==> src/rtl/assert_macros.svh <==
// assertion macros used by the rtl module pal_ctrl
`ifndef ASSERT_MACROS_SVH
`define ASSERT_MACROS_SVH

`ifndef SYNTHESIS
`define PAL_ASSERT(label, clk, rst_n, prop) \
  label: assert property (@(posedge clk) disable iff (!rst_n) prop) \
    else $error("assertion failed");
`define PAL_NEVER(label, clk, rst_n, cond) \
  label: assert property (@(posedge clk) disable iff (!rst_n) !(cond)) \
    else $error("forbidden condition seen");
`else
`define PAL_ASSERT(label, clk, rst_n, prop)
`define PAL_NEVER(label, clk, rst_n, cond)
`endif

`endif

==> src/rtl/pal_pkg.sv <==
// types and constants of the positional array list
`timescale 1ns / 1ps
`default_nettype none

package pal_pkg;

  localparam int DEPTH  = 1024;
  localparam int DATA_W = 32;
  localparam int IDX_W  = $clog2(DEPTH);
  localparam int CNT_W  = IDX_W + 1;

  typedef enum logic [1:0] {
    OP_INSERT = 2'd0,
    OP_DELETE = 2'd1,
    OP_FIND   = 2'd2,
    OP_CLEAR  = 2'd3
  } op_t;

  typedef enum logic [1:0] {
    STAT_OK        = 2'd0,
    STAT_REJECT    = 2'd1,
    STAT_NOT_FOUND = 2'd2
  } status_t;

  typedef enum logic [2:0] {
    S_IDLE,
    S_WALK,
    S_DRAIN,
    S_FILL,
    S_DONE
  } state_t;

  typedef struct packed {
    logic              we;
    logic [IDX_W-1:0]  waddr;
    logic [DATA_W-1:0] wdata;
    logic [IDX_W-1:0]  raddr;
  } mem_req_t;

  typedef struct packed {
    status_t           status;
    logic [DATA_W-1:0] removed_value;
    logic [IDX_W-1:0]  found_index;
    logic [CNT_W-1:0]  entry_count;
    logic              is_full_flag;
    logic              is_empty_flag;
  } res_t;

endpackage

`default_nettype wire

==> src/rtl/pal_if.sv <==
// valid/ready channel interfaces for operations and results
`timescale 1ns / 1ps
`default_nettype none

interface pal_in_if;
  logic                              valid;
  logic                              ready;
  logic [1:0]                        op;
  logic [pal_pkg::CNT_W-1:0]         position;
  logic signed [pal_pkg::DATA_W-1:0] value;

  modport source(output valid, op, position, value, input ready);
  modport sink(input valid, op, position, value, output ready);
endinterface


`default_nettype wire

==> src/rtl/pal_ctrl.sv <==
// operation sequencer: walks the entry memory for insert, delete and find
`timescale 1ns / 1ps
`default_nettype none

`include "assert_macros.svh"

module pal_ctrl (
  input  wire logic                          clk,
  input  wire logic                          rst_n,
  pal_in_if.sink                             in_ch,
  output pal_pkg::res_t                      res,
  output logic                               res_valid,
  input  wire logic                          res_ready,
  output pal_pkg::mem_req_t                  mem,
  input  wire logic [pal_pkg::DATA_W-1:0]    mem_rdata
);

  pal_pkg::state_t                  state_r, state_nxt;
  logic [pal_pkg::CNT_W-1:0]        count_r, count_nxt;
  pal_pkg::op_t                     op_r, op_nxt;
  logic [pal_pkg::CNT_W-1:0]        pos_r, pos_nxt;
  logic [pal_pkg::DATA_W-1:0]       word_r, word_nxt;
  logic [pal_pkg::IDX_W-1:0]        ptr_r, ptr_nxt;
  logic [pal_pkg::IDX_W-1:0]        end_r, end_nxt;
  logic                             prev_vld_r, prev_vld_nxt;
  logic [pal_pkg::IDX_W-1:0]        prev_addr_r, prev_addr_nxt;
  pal_pkg::status_t                 status_r, status_nxt;
  logic [pal_pkg::DATA_W-1:0]       removed_r, removed_nxt;
  logic [pal_pkg::IDX_W-1:0]        found_r, found_nxt;

  logic                             in_fire;
  pal_pkg::op_t                     in_op;
  logic                             list_full;
  logic                             ins_bad;
  logic                             del_bad;
  logic                             hit;

  assign in_ch.ready = (state_r == pal_pkg::S_IDLE);
  assign in_fire     = in_ch.valid && in_ch.ready;
  assign in_op       = pal_pkg::op_t'(in_ch.op);
  assign list_full   = (count_r == pal_pkg::CNT_W'(pal_pkg::DEPTH));
  assign ins_bad     = list_full || (in_ch.position > count_r);
  assign del_bad     = (in_ch.position >= count_r);
  // read data of the previous cycle's address compares against the key
  assign hit = prev_vld_r && (op_r == pal_pkg::OP_FIND) && (mem_rdata == word_r);

  // next state
  always_comb begin
    state_nxt = state_r;
    case (state_r)
      pal_pkg::S_IDLE: begin
        if (in_fire) begin
          case (in_op)
            pal_pkg::OP_INSERT: begin
              if (ins_bad) begin
                state_nxt = pal_pkg::S_DONE;
              end else if (in_ch.position == count_r) begin
                state_nxt = pal_pkg::S_FILL;
              end else begin
                state_nxt = pal_pkg::S_WALK;
              end
            end
            pal_pkg::OP_DELETE: begin
              state_nxt = del_bad ? pal_pkg::S_DONE : pal_pkg::S_WALK;
            end
            pal_pkg::OP_FIND: begin
              state_nxt = (count_r == '0) ? pal_pkg::S_DONE : pal_pkg::S_WALK;
            end
            pal_pkg::OP_CLEAR: begin
              state_nxt = pal_pkg::S_DONE;
            end
            default: begin
              state_nxt = pal_pkg::S_DONE;
            end
          endcase
        end
      end
      pal_pkg::S_WALK: begin
        if (hit) begin
          state_nxt = pal_pkg::S_DONE;
        end else if (ptr_r == end_r) begin
          state_nxt = pal_pkg::S_DRAIN;
        end
      end
      pal_pkg::S_DRAIN: begin
        state_nxt = (op_r == pal_pkg::OP_INSERT) ? pal_pkg::S_FILL : pal_pkg::S_DONE;
      end
      pal_pkg::S_FILL: begin
        state_nxt = pal_pkg::S_DONE;
      end
      pal_pkg::S_DONE: begin
        if (res_ready) begin
          state_nxt = pal_pkg::S_IDLE;
        end
      end
      default: begin
        state_nxt = pal_pkg::S_IDLE;
      end
    endcase
  end

  // datapath and memory controls
  always_comb begin
    count_nxt     = count_r;
    op_nxt        = op_r;
    pos_nxt       = pos_r;
    word_nxt      = word_r;
    ptr_nxt       = ptr_r;
    end_nxt       = end_r;
    status_nxt    = status_r;
    removed_nxt   = removed_r;
    found_nxt     = found_r;
    prev_vld_nxt  = (state_r == pal_pkg::S_WALK) && !hit;
    prev_addr_nxt = ptr_r;
    mem.we        = 1'b0;
    mem.waddr     = prev_addr_r;
    mem.wdata     = mem_rdata;
    mem.raddr     = ptr_r;

    case (state_r)
      pal_pkg::S_IDLE: begin
        if (in_fire) begin
          op_nxt      = in_op;
          pos_nxt     = in_ch.position;
          word_nxt    = pal_pkg::DATA_W'(unsigned'(in_ch.value));
          removed_nxt = '0;
          found_nxt   = '0;
          case (in_op)
            pal_pkg::OP_INSERT: begin
              status_nxt = ins_bad ? pal_pkg::STAT_REJECT : pal_pkg::STAT_OK;
              ptr_nxt    = pal_pkg::IDX_W'(count_r - 1'b1);
              end_nxt    = in_ch.position[pal_pkg::IDX_W-1:0];
            end
            pal_pkg::OP_DELETE: begin
              status_nxt = del_bad ? pal_pkg::STAT_REJECT : pal_pkg::STAT_OK;
              ptr_nxt    = in_ch.position[pal_pkg::IDX_W-1:0];
              end_nxt    = pal_pkg::IDX_W'(count_r - 1'b1);
            end
            pal_pkg::OP_FIND: begin
              status_nxt = pal_pkg::STAT_NOT_FOUND;
              ptr_nxt    = '0;
              end_nxt    = pal_pkg::IDX_W'(count_r - 1'b1);
            end
            pal_pkg::OP_CLEAR: begin
              status_nxt = pal_pkg::STAT_OK;
              count_nxt  = '0;
            end
            default: begin
              status_nxt = pal_pkg::STAT_OK;
              count_nxt  = '0;
            end
          endcase
        end
      end
      pal_pkg::S_WALK: begin
        // insert walks down from the tail, the others walk up
        ptr_nxt = (op_r == pal_pkg::OP_INSERT) ? ptr_r - 1'b1 : ptr_r + 1'b1;
      end
      pal_pkg::S_DRAIN: begin
        if (op_r == pal_pkg::OP_DELETE) begin
          count_nxt = count_r - 1'b1;
        end
      end
      pal_pkg::S_FILL: begin
        mem.we    = 1'b1;
        mem.waddr = pos_r[pal_pkg::IDX_W-1:0];
        mem.wdata = word_r;
        count_nxt = count_r + 1'b1;
      end
      default: begin
      end
    endcase

    // handle the word whose read was issued in the previous cycle
    if (prev_vld_r) begin
      case (op_r)
        pal_pkg::OP_INSERT: begin
          mem.we    = 1'b1;
          mem.waddr = prev_addr_r + 1'b1;
        end
        pal_pkg::OP_DELETE: begin
          if (prev_addr_r == pos_r[pal_pkg::IDX_W-1:0]) begin
            removed_nxt = mem_rdata;
          end else begin
            mem.we    = 1'b1;
            mem.waddr = prev_addr_r - 1'b1;
          end
        end
        pal_pkg::OP_FIND: begin
          if (hit) begin
            status_nxt = pal_pkg::STAT_OK;
            found_nxt  = prev_addr_r;
          end
        end
        default: begin
        end
      endcase
    end
  end

  always_ff @(posedge clk) begin
    if (!rst_n) begin
      state_r    <= pal_pkg::S_IDLE;
      count_r    <= '0;
      prev_vld_r <= 1'b0;
    end else begin
      state_r    <= state_nxt;
      count_r    <= count_nxt;
      prev_vld_r <= prev_vld_nxt;
    end
  end

  always_ff @(posedge clk) begin
    op_r        <= op_nxt;
    pos_r       <= pos_nxt;
    word_r      <= word_nxt;
    ptr_r       <= ptr_nxt;
    end_r       <= end_nxt;
    prev_addr_r <= prev_addr_nxt;
    status_r    <= status_nxt;
    removed_r   <= removed_nxt;
    found_r     <= found_nxt;
  end

  assign res_valid         = (state_r == pal_pkg::S_DONE);
  assign res.status        = status_r;
  assign res.removed_value = removed_r;
  assign res.found_index   = found_r;
  assign res.entry_count   = count_r;
  assign res.is_full_flag  = list_full;
  assign res.is_empty_flag = (count_r == '0);

  `PAL_NEVER(a_count_range, clk, rst_n, count_r > pal_pkg::CNT_W'(pal_pkg::DEPTH))
  `PAL_NEVER(a_rw_collide, clk, rst_n,
             mem.we && (state_r == pal_pkg::S_WALK) && (mem.waddr == mem.raddr))
  `PAL_ASSERT(a_write_phase, clk, rst_n,
              mem.we |-> (state_r == pal_pkg::S_WALK || state_r == pal_pkg::S_DRAIN ||
                          state_r == pal_pkg::S_FILL))
  `PAL_ASSERT(a_walk_end, clk, rst_n,
              (state_r == pal_pkg::S_WALK && ptr_r == end_r && !hit) |=>
              (state_r == pal_pkg::S_DRAIN))

endmodule

`default_nettype wire

==> src/flat_wrapper.sv <==
// flat-port wrapper written by rule: the top's interface ports become plain ports
module pal_ctrl_flat 
  (clk, rst_n, res, res_valid, res_ready, mem, mem_rdata, in_ch_valid, in_ch_op, in_ch_position, in_ch_value, in_ch_ready);
  pal_in_if in_ch_i ();
  input  wire logic clk;
  input  wire logic rst_n;
  output pal_pkg::res_t res;
  output logic res_valid;
  input  wire logic res_ready;
  output pal_pkg::mem_req_t mem;
  input  wire logic [pal_pkg::DATA_W-1:0] mem_rdata;
  input wire logic [$bits(in_ch_i.valid)-1:0] in_ch_valid;
  input wire logic [$bits(in_ch_i.op)-1:0] in_ch_op;
  input wire logic [$bits(in_ch_i.position)-1:0] in_ch_position;
  input wire logic [$bits(in_ch_i.value)-1:0] in_ch_value;
  output wire logic [$bits(in_ch_i.ready)-1:0] in_ch_ready;
  assign in_ch_i.valid = in_ch_valid;
  assign in_ch_i.op = in_ch_op;
  assign in_ch_i.position = in_ch_position;
  assign in_ch_i.value = in_ch_value;
  assign in_ch_ready = in_ch_i.ready;
  pal_ctrl u_core (.clk(clk), .rst_n(rst_n), .in_ch(in_ch_i), .res(res), .res_valid(res_valid), .res_ready(res_ready), .mem(mem), .mem_rdata(mem_rdata));
endmodule
==> config.mk <==
export PLATFORM = sky130hd
export DESIGN_NAME = pal_ctrl_flat
export DESIGN_NICKNAME = d
export VERILOG_FILES = /design/src/rtl/pal_pkg.sv /design/src/rtl/pal_if.sv /design/src/rtl/pal_ctrl.sv /design/src/flat_wrapper.sv
export VERILOG_INCLUDE_DIRS = /design/src /design/src/rtl
export SDC_FILE = /design/constraint.sdc
export NUM_CORES = 1
export LEC_CHECK = 0
export BUFFER_PORTS_ARGS = -buffer_cell sky130_fd_sc_hd__buf_2
export CORE_MARGIN = 2
export CORE_UTILIZATION = 35
export CTS_BUF_LIST = sky130_fd_sc_hd__clkbuf_4
export DETAILED_ROUTE_END_ITERATION = 6
export PLACE_DENSITY_LB_ADDON = 0.08
export SLEW_MARGIN = 20
export SYNTH_ARGS = -nofsm -noshare
export SYNTH_HDL_FRONTEND = slang
export SYNTH_SLANG_ARGS = --single-unit
==> constraint.sdc <==
create_clock -name clk -period 3.38 [get_ports clk]
set_clock_uncertainty 0.1 [all_clocks]
set_input_delay 0.507 -clock clk [delete_from_list [all_inputs] [get_ports clk]]
set_output_delay 0.507 -clock clk [all_outputs]
set_load 0.005 [all_outputs]
==> flow_summary.yaml, run 1 <==
status:
  status: "finished clean"
synthesis:
  yosysSeqAreaShare: 0.437
  synthArstFlopShare: 0
  synth_area_leaders: "edfxtp_1 (25%), dfxtp_1 (18%), xnor2_1 (5.6%)"
  syn_area_um2: 7550
  ys_warn_count: 0
  synth_nets: 897
  synth_area_leader_cell: "edfxtp_1"
  synth_ff_type: "dfxtp_1"
  synth.most_common_cell: "nand2_1"
  ys_seq_elements: 133
  synthCells: 787
  ys_top_cells_by_count: "nand2_1 (110), dfxtp_1 (69), edfxtp_1 (64)"
  synth_edf_count: 64
  synth.distinct_cells: 66
  avgSynthCellArea_um2: 9.60
  synth_top_area_share: 0.254
min_path:
  hold_path.class: "input port to flop"
timing:
  setup_viol: 0
  hold_viol: 0
  finalMaxSlewViolations: 0
  tightest_slew_ps: 996
  finalCritPeriodShare: 0.943
  period_needed_ps: 3190
  fmax_mhz: 314
  fin_ws_ps: 193
  slew_headroom: 0.333
cts:
  cts_sinks: 133
  clk_pin_slew_ps: 140
  cts_tree: "done"
  clock_latency_ps: 550
  clk_path_buf_depth: 2
  clockRootBuffer: "clkbuf_4"
  htreeDepth: 4
  numCtsBuffers: 17
place:
  place_hpwl_mm: 17.3
  io_buffer_count: 192
  routabilityCongestion: 0.864
  pre_cts_slack_ps: 420
grt:
  antenna_found_initial: 2
  grt_pass1_vias: 6121
  grt_start_max_net_pins: 65
  grt_pass1_wl_mm: 35.2
  grt_usage: 0.206
  grt_overflow_total: 0
routing:
  ant_nets: 0
  routed_wl_mm: 23.4
  drtPass1Iterations: 5
  wire_per_inst_um: 18.2
  drtIter0Drc: 345
  vias: 6479
  via_per_inst: 5.03
  drc: 0
floorplan:
  dieArea_um2: 22800
  initial_utilization: 0.358
  fp.dieW_um: 151
  dieHeight_um: 151
  pin_count: 193
  core_area_um2: 21100
  rows: 53
power:
  swShare: 0.332
  comb_power_share: 0.245
  p_per_area_nw_per_um2: 453
  p_switching_mw: 1.42
  p_int_mw: 2.86
  pwr-share-seq: 0.477
  power_mw: 4.28
  irDropWorstVdd_v: 0.000166
  leakage_nw: 3.86
  clockPowerShare: 0.277
cells_and_area:
  fin_nets: 1108
  drive_gt1_frac: 0.308
  area_delta_synth_final_pct: 24.9
critical_path:
  endpoint_kind: "output port"
  required_ps: 2770
  critPathMaxStageDelay_ps: 540
  crit_path_max_fanout: 7
  cpMostUsedCell: "nand3_1"
  setup.worst_path.class: "flop to output port"
  critPathSlowestCell: "dfxtp_1"
  crit_arrival_ps: 2580
  cp-start-kind: "flop"
  critical_path.cell_chain: "ha_1 -> nand3_1 -> nor2_1 -> nand3_1 -> xnor2_1 -> nor3_1 -> a221oi_1 -> buf_2"
  rrSetupSlack_ps: 470
flow_run:
  maxCapViolations: 0
-- worst paths after layout --
| check | from | to | depth (start not counted) |
|---|---|---|---|
| max reg2reg | u_core.op_r[1] | u_core.prev_addr_nxt[9] | 11 |
| min reg2reg | u_core.found_r[6] | u_core.found_r[6] | 2 |
| max | u_core.prev_addr_r[1] | mem[50] | 8 |
| min | mem_rdata[2] | u_core.removed_r[2] | 3 |
-- layout make-up --
| cell class | instances | area, um2 |
|---|---|---|
| timing repair buffer | 243 | 1440 |
| sequential | 133 | 3310 |
| clock buffer | 18 | 135 |
| fill | 2124 | 11700 |
| inverter | 26 | 97.6 |
| tap | 275 | 344 |
| antenna | 2 | 5.00 |
| multi-input combinational | 577 | 3930 |
| clock inverter | 14 | 175 |
-- layout by cell type, fill, tap and decap left out, types with 9 or more instances in the layout --
cell	n
edfxtp_1	64
xnor2_1	48
inv_1	25
nand2_1	108
buf_4	18
nand3_1	17
mux2_2	35
clkbuf_4	18
dlygate4sd3_1	32
a311oi_1	9
xor2_1	33
dfxtp_1	62
nand4_1	15
nor2_1	47
a21oi_1	37
nor3_1	17
ha_1	28
o21ai_0	62
buf_2	192
mux2i_1	11
-- routing by layer --
layer	share of wire	up-vias	GRT usage	wire length [um]
met1	0.48	3031	0.287	11300
li1	-	3229	-	-
met3	0.051	26	0.0404	1190
met5	0	-	0	0
met4	0.016	0	0.0570	380
met2	0.45	193	0.326	10600
-- cells by family (layout without fill, tap and decap cells) --
kind of cell / after synthesis / in the layout / synth area share
AND/OR/NAND/NOR: 259 / 259 / 0.172
AO/OA/AOI/OAI: 161 / 161 / 0.132
flip-flops: 133 / 133 / 0.437
XOR/XNOR: 82 / 82 / 0.0961
buffers and inverters: 77 / 301 / 0.0469
multiplexers: 46 / 46 / 0.0667
adder cells (fa/ha/maj): 29 / 29 / 0.0490
other: 0 / 2 / 0
-- through the flow --
stage	cells	area, um2	utilization	hold WS (ps)	setup TNS [ps]
floorplan	787	7550	-	337	0
global placement	1221	8760	0.415	342	0
detailed placement	1221	8760	0.415	347	0
CTS	1285	9400	0.446	7.79	0
global route	1288	9440	0.447	25.4	-2.31
finish	1288	9440	0.447	79.6	0
-- worst max-delay path, delay by kind of cell (launching register included) --
kind                     cells  cell delay, ps
flip-flops                   1             540
AND/OR/NAND/NOR              4             530
XOR/XNOR                     1             190
buffers and inverters        1             200
adder cells (fa/ha/maj)      1             260
AO/OA/AOI/OAI                1             350
-- power groups by stage --
stage	Clock, mW	Sequential [mW]	Combinational, mW
6_report	1.19	2.04	1.05
4_1_cts	1.23	2.04	1.05
3_3_place_gp	0	2.07	1.02
5_1_grt	1.29	2.06	1.15
2_1_floorplan	0	1.98	0.706
3_5_place_dp	0	2.07	1.01
-- state kept, by name, summed over array words and instances, names as in the netlist --
| register | count |
|---|---|
| u_core.found_r | 10 |
| u_core.state_r | 3 |
| u_core.prev_vld_r | 1 |
| u_core.count_r | 11 |
| u_core.pos_r | 10 |
| u_core.prev_addr_nxt | 10 |
| u_core.status_r | 2 |
| u_core.removed_r | 32 |
| u_core.word_r | 32 |
| u_core.end_r | 10 |
| u_core.op_r | 2 |
| u_core.prev_addr_r | 10 |
-- timing repair --
| item | in CTS | in global routing |
|---|---|---|
| setup endpoints to repair | 8 | 4 |
| hold buffers | 31 | 1 |
| hold endpoints to repair | 31 | 1 |
| resized for setup | 7 | 6 |
| buffers inserted | 1 | 0 |
| pin swaps | 1 | 0 |
Power figures use the tool's default switching activity.
==> run 2, diff against run 1 <==
--- a/config.mk
+++ b/config.mk
@@ -7,7 +7,7 @@
 export NUM_CORES = 1
 export LEC_CHECK = 0
 export BUFFER_PORTS_ARGS = -buffer_cell sky130_fd_sc_hd__buf_2
-export CORE_MARGIN = 2
+export CORE_MARGIN = 1
 export CORE_UTILIZATION = 35
 export CTS_BUF_LIST = sky130_fd_sc_hd__clkbuf_4
 export DETAILED_ROUTE_END_ITERATION = 6
==> run 2 against run 1 <==
  * Non-clock buffer count is 5 higher
  * Count of clock-buffer cells in the layout is 1 lower
  * Die area is 2.6% lower
  * Combinational power hardly changed
  * Clock power is 13% lower
  * Register-to-register slack better by 20 ps
  * Critical path depth is 3 lower
  * Worst hold slack better by 6.7 ps
  * Maximum frequency is 0.51% higher
  * Largest cell class unchanged
==> flow_summary.yaml, run 2 (synthesized netlist as in run 1, its figures left out) <==
power:
  comb_power_share: 0.258
  power_mw: 4.14
  leakage_nw: 3.86
  p_switching_mw: 1.43
  swShare: 0.345
  p_per_area_nw_per_um2: 439
  pwr-share-seq: 0.492
  irDropWorstVdd_v: 0.000172
  clockPowerShare: 0.250
  p_int_mw: 2.71
timing:
  finalMaxSlewViolations: 0
  tightest_slew_ps: 1030
  fmax_mhz: 315
  finalCritPeriodShare: 0.938
  period_needed_ps: 3170
  slew_headroom: 0.312
  fin_tns_setup_ps: 0
  rsz0062_at_grt: "no"
  setup_viol: 0
  fin_ws_ps: 209
  hold_viol: 0
  hold_slack_ps: 86.2
status:
  status: "finished clean"
place:
  place_hpwl_mm: 17.3
  pre_cts_slack_ps: 494
  placed_cell_area_um2: 8800
  io_buffer_count: 192
  routabilityCongestion: 0.810
  placedCellCount: 1227
cts:
  cts_sinks: 133
  cts_tree: "done"
  postCtsSetupRepairBufs: 0
  numCtsBuffers: 17
  clockRootBuffer: "clkbuf_4"
  htreeDepth: 4
  clk_pin_slew_ps: 130
  clock_latency_ps: 540
  clk_path_buf_depth: 2
routing:
  wire_per_inst_um: 18.1
  drtPass1Iterations: 5
  ant_nets: 0
  drtIter0Drc: 302
  routed_wl_mm: 23.3
  drc: 0
  vias: 6527
  via_per_inst: 5.05
grt:
  grt_pass1_vias: 6120
  grt_start_max_net_pins: 65
  antenna_found_initial: 1
  grt_usage: 0.212
  grt_pass1_wl_mm: 35.4
  grt_overflow_total: 0
critical_path:
  reg2reg_depth: 11
  crit_path_max_fanout: 34
  rrSetupSlack_ps: 490
  required_ps: 2770
  cp-endpoint: "mem[39]"
  r2r_start: "u_core.op_r[1]"
  setup.worst_path.class: "flop to output port"
  crit_arrival_ps: 2560
  cp-start-kind: "flop"
  crit_start: "u_core.state_r[2]"
  rr_endpoint: "u_core.prev_addr_nxt[9]"
  endpoint_kind: "output port"
cells_and_area:
  stdcell_area_um2: 9420
  area_delta_synth_final_pct: 24.6
  fin_nets: 1113
  reg_top3: "u_core.removed_r x32, u_core.word_r x32, u_core.count_r x11"
  final_cell_mix: "buf_2 (192), nand2_1 (108), edfxtp_1 (64), o21ai_0 (62), dfxtp_1 (61)"
  drive_gt1_frac: 0.310
  mostFrequentLayoutCell: "buf_2"
  final_cells: 1292
  post-route-util: 0.447
min_path:
  hold_path.class: "input port to flop"
  hold_depth: 3
floorplan:
  initial_utilization: 0.358
  fp.dieW_um: 149
  core_area_um2: 21100
  dieHeight_um: 149
  pin_count: 193
  rows: 53
  dieArea_um2: 22200
flow_run:
  maxCapViolations: 0
[run 2: cell types whose count changed in the layout (fill, tap and decap cells not counted), sizes merged]
cell | before | now
clkbuf | 18 | 17
bufinv | 3 | 1
clkinv | 6 | 8
diode | 2 | 1
buf | 211 | 216
clkinvlp | 2 | 3
[run 2: worst max-delay path, cell delays in order, from the launching register on]
cell,delay [ps]
dfxtp_1,560
nor2b_1,130
nand2_2,280
buf_4,480
mux2_2,390
buf_2,140
[run 2: worst min-delay path by stage]
stage                                 end                     from  slack, ps
global route          u_core.removed_r[7]             mem_rdata[7]         40
CTS                     u_core.word_r[22]          in_ch_value[22]        0.6
global placement      u_core.removed_r[3]      u_core.removed_r[3]        340
finish                u_core.removed_r[9]             mem_rdata[9]         90
detailed placement   u_core.removed_r[12]     u_core.removed_r[12]        350
floorplan           u_core.prev_addr_r[6]  u_core.prev_addr_nxt[6]        340
[run 2: cell type report]
type | count | area (um2)
inverters | 26 | 97.6
clock buffers | 17 | 128
diodes | 1 | 2.50
repair buffers | 248 | 1470
multi-input cells | 577 | 3920
clock inverters | 15 | 131
flip-flops and latches | 133 | 3320
fillers | 2142 | 11700
well taps | 275 | 344
[run 2: power by group through the flow]
stage / registers [mW] / logic (mW) / clock network (mW)
2_1_floorplan: 1.98 / 0.706 / 0
6_report: 2.04 / 1.07 / 1.03
3_5_place_dp: 2.07 / 1.03 / 0
5_1_grt: 2.06 / 1.18 / 1.13
3_3_place_gp: 2.07 / 1.03 / 0
4_1_cts: 2.03 / 1.06 / 1.07
[run 2: metal layers]
layer  GRT usage  share of wire  vias up
li1            -              -     3237
met1       0.294           0.47     3072
met2       0.337           0.46      202
met3      0.0404          0.059       16
met4      0.0526         0.0099        0
met5           0              0        -
[run 2: timing repair]
item                                    in CTS  in global routing
endpoints found under the setup margin       2                  5
gates resized for setup                      5                  9
hold endpoints to repair                    31                  1
hold buffers                                31                  1
==> run 3, diff against run 2 <==
--- a/config.mk
+++ b/config.mk
@@ -9,7 +9,7 @@
 export BUFFER_PORTS_ARGS = -buffer_cell sky130_fd_sc_hd__buf_2
 export CORE_MARGIN = 1
 export CORE_UTILIZATION = 35
-export CTS_BUF_LIST = sky130_fd_sc_hd__clkbuf_4
+export CTS_BUF_LIST = sky130_fd_sc_hd__clkbuf_16
 export DETAILED_ROUTE_END_ITERATION = 6
 export PLACE_DENSITY_LB_ADDON = 0.08
 export SLEW_MARGIN = 20
==> run 3 against run 2 <==
  * Via count down 2.2%
  * Cell area down 0.56%
  * Sequential power about the same
  * Global-route usage down 0.23 points
  * Wire length down 1.3%
  * Final cell count down 2.6%
  * Power up 17%
  * Flip-flop and latch count unchanged
  * Combinational power down 4%
  * Critical path depth up 4
  * Largest cell class unchanged
  * Largest power group unchanged
  * Highest routed layer unchanged
==> flow_summary.yaml, run 3 (synthesized netlist as in run 1, its figures left out) <==
status:
  status: "finished clean"
cells_and_area:
  post-route-util: 0.444
  drive_gt1_frac: 0.312
  final_cell_mix: "buf_2 (192), nand2_1 (108), dfxtp_1 (66), edfxtp_1 (64), o21ai_0 (62)"
  antenna_cells: 0
  reg_top3: "u_core.removed_r x32, u_core.word_r x32, u_core.count_r x11"
  fin_nets: 1081
  mostFrequentLayoutCell: "buf_2"
  nFillCells: 2147
  area_delta_synth_final_pct: 23.9
floorplan:
  rows: 53
  fp.dieW_um: 149
  pin_count: 193
  dieHeight_um: 149
  initial_utilization: 0.358
  dieArea_um2: 22200
  core_area_um2: 21100
routing:
  routed_wl_mm: 23.0
  routed-wl-met2_mm: 10.4
  wire_per_inst_um: 18.3
  drc: 0
  met3WireLength_mm: 1.38
  ant_nets: 0
  drtPass1Iterations: 5
  via_per_inst: 5.07
  routed.top_layer: "met4"
  vias: 6386
  drtIter0Drc: 265
  routedLengthMet1_mm: 10.9
min_path:
  hold_path.class: "input port to flop"
  hold_depth: 1
power:
  irDropWorstVdd_v: 0.000281
  power_mw: 4.84
  p_per_area_nw_per_um2: 516
  clockPowerShare: 0.365
  p_switching_mw: 1.51
  leakage_nw: 3.85
  pwr-share-seq: 0.421
  comb_power_share: 0.214
  swShare: 0.312
  p_int_mw: 3.33
cts:
  cts_tree: "done"
  numCtsBuffers: 17
  cts_hold_buffers: 0
  postCtsSetupRepairBufs: 0
  htreeDepth: 4
  cts_sinks: 133
  clk_pin_slew_ps: 60
  clock_latency_ps: 410
  clk_path_buf_depth: 2
  clockRootBuffer: "clkbuf_16"
critical_path:
  setup.worst_path.class: "flop to output port"
  reg2reg_depth: 11
  cp-start-kind: "flop"
  rr_endpoint: "u_core.prev_addr_nxt[9]"
  crit_start: "u_core.prev_addr_r[2]"
  endpoint_kind: "output port"
  crit_path_max_fanout: 9
  cp-endpoint: "mem[42]"
  required_ps: 2770
  crit_arrival_ps: 2530
  r2r_start: "u_core.op_r[1]"
  rrSetupSlack_ps: 470
place:
  routabilityCongestion: 0.810
  place_hpwl_mm: 17.3
  io_buffer_count: 192
timing:
  period_needed_ps: 3130
  finalCritPeriodShare: 0.927
  rsz0062_at_grt: "no"
  tightest_slew_ps: 1010
  finalMaxSlewViolations: 0
  fin_tns_setup_ps: 0
  setup_viol: 0
  fmax_mhz: 319
  hold_viol: 0
  slew_headroom: 0.327
grt:
  grt_overflow_total: 0
  grt_usage: 0.210
  grt_pass1_vias: 5925
  grt_pass1_wl_mm: 35.0
  antenna_found_initial: 0
  grt_start_max_net_pins: 65
flow_run:
  maxCapViolations: 0
run 3: power groups by stage:
stage          Combinational (mW)  Clock [mW]  Sequential (mW)
6_report                     1.03        1.77             2.04
5_1_grt                      1.14        1.89             2.05
4_1_cts                      1.03        1.81             2.03
3_5_place_dp                 1.03           0             2.07
3_3_place_gp                 1.03           0             2.07
2_1_floorplan               0.706           0             1.98
run 3: worst min path at each step:
stage / startpoint / to / slack (ps)
after global placement: u_core.removed_r[3] / u_core.removed_r[3] / 340
after CTS: in_ch_value[28] / u_core.word_r[28] / 150
after detailed placement: u_core.removed_r[12] / u_core.removed_r[12] / 350
final: in_ch_value[28] / u_core.word_r[28] / 170
after global routing: in_ch_value[18] / u_core.word_r[18] / 140
after floorplan: u_core.prev_addr_nxt[6] / u_core.prev_addr_r[6] / 340
run 3: layout make-up:
type / instances / area (um2) / share of cell area
multi-input combinational: 577 / 3910 / 0.417
sequential: 133 / 3310 / 0.353
timing repair buffer: 216 / 1150 / 0.123
clock buffer: 17 / 425 / 0.0454
tap: 275 / 344 / 0.0367
clock inverter: 15 / 131 / 0.0140
inverter: 26 / 97.6 / 0.0104
run 3: per-layer routing:
layer  GRT usage  vias up
li1            -     3176
met1       0.292     2998
met2       0.331      196
met3      0.0394       16
met4      0.0556        0
met5           0        -
run 3: worst max-delay path, stage by stage, from the launching register on:
cell and delay (ps):
dfxtp_1 370, buf_4 190, xor2_1 260, nor4_4 80, buf_4 170, a21oi_1 580
inv_1 120, o21ai_0 100, a21oi_1 80, buf_2 160
run 3: stage by stage:
step / area (um2) / std cells / setup WS (ps) / hold slack [ps]
final: 9360 / 1259 / 247 / 166
after global routing: 9360 / 1259 / 60.1 / 143
after CTS: 9360 / 1259 / 33.7 / 146
after detailed placement: 8800 / 1227 / 494 / 346
after global placement: 8800 / 1227 / 554 / 343
after floorplan: 7550 / 787 / 222 / 337
run 3: what timing repair did:
item                                    in CTS  in global routing
endpoints found under the hold margin        0                  0
gates resized for setup                      0                  4
endpoints found under the setup margin       0                  2
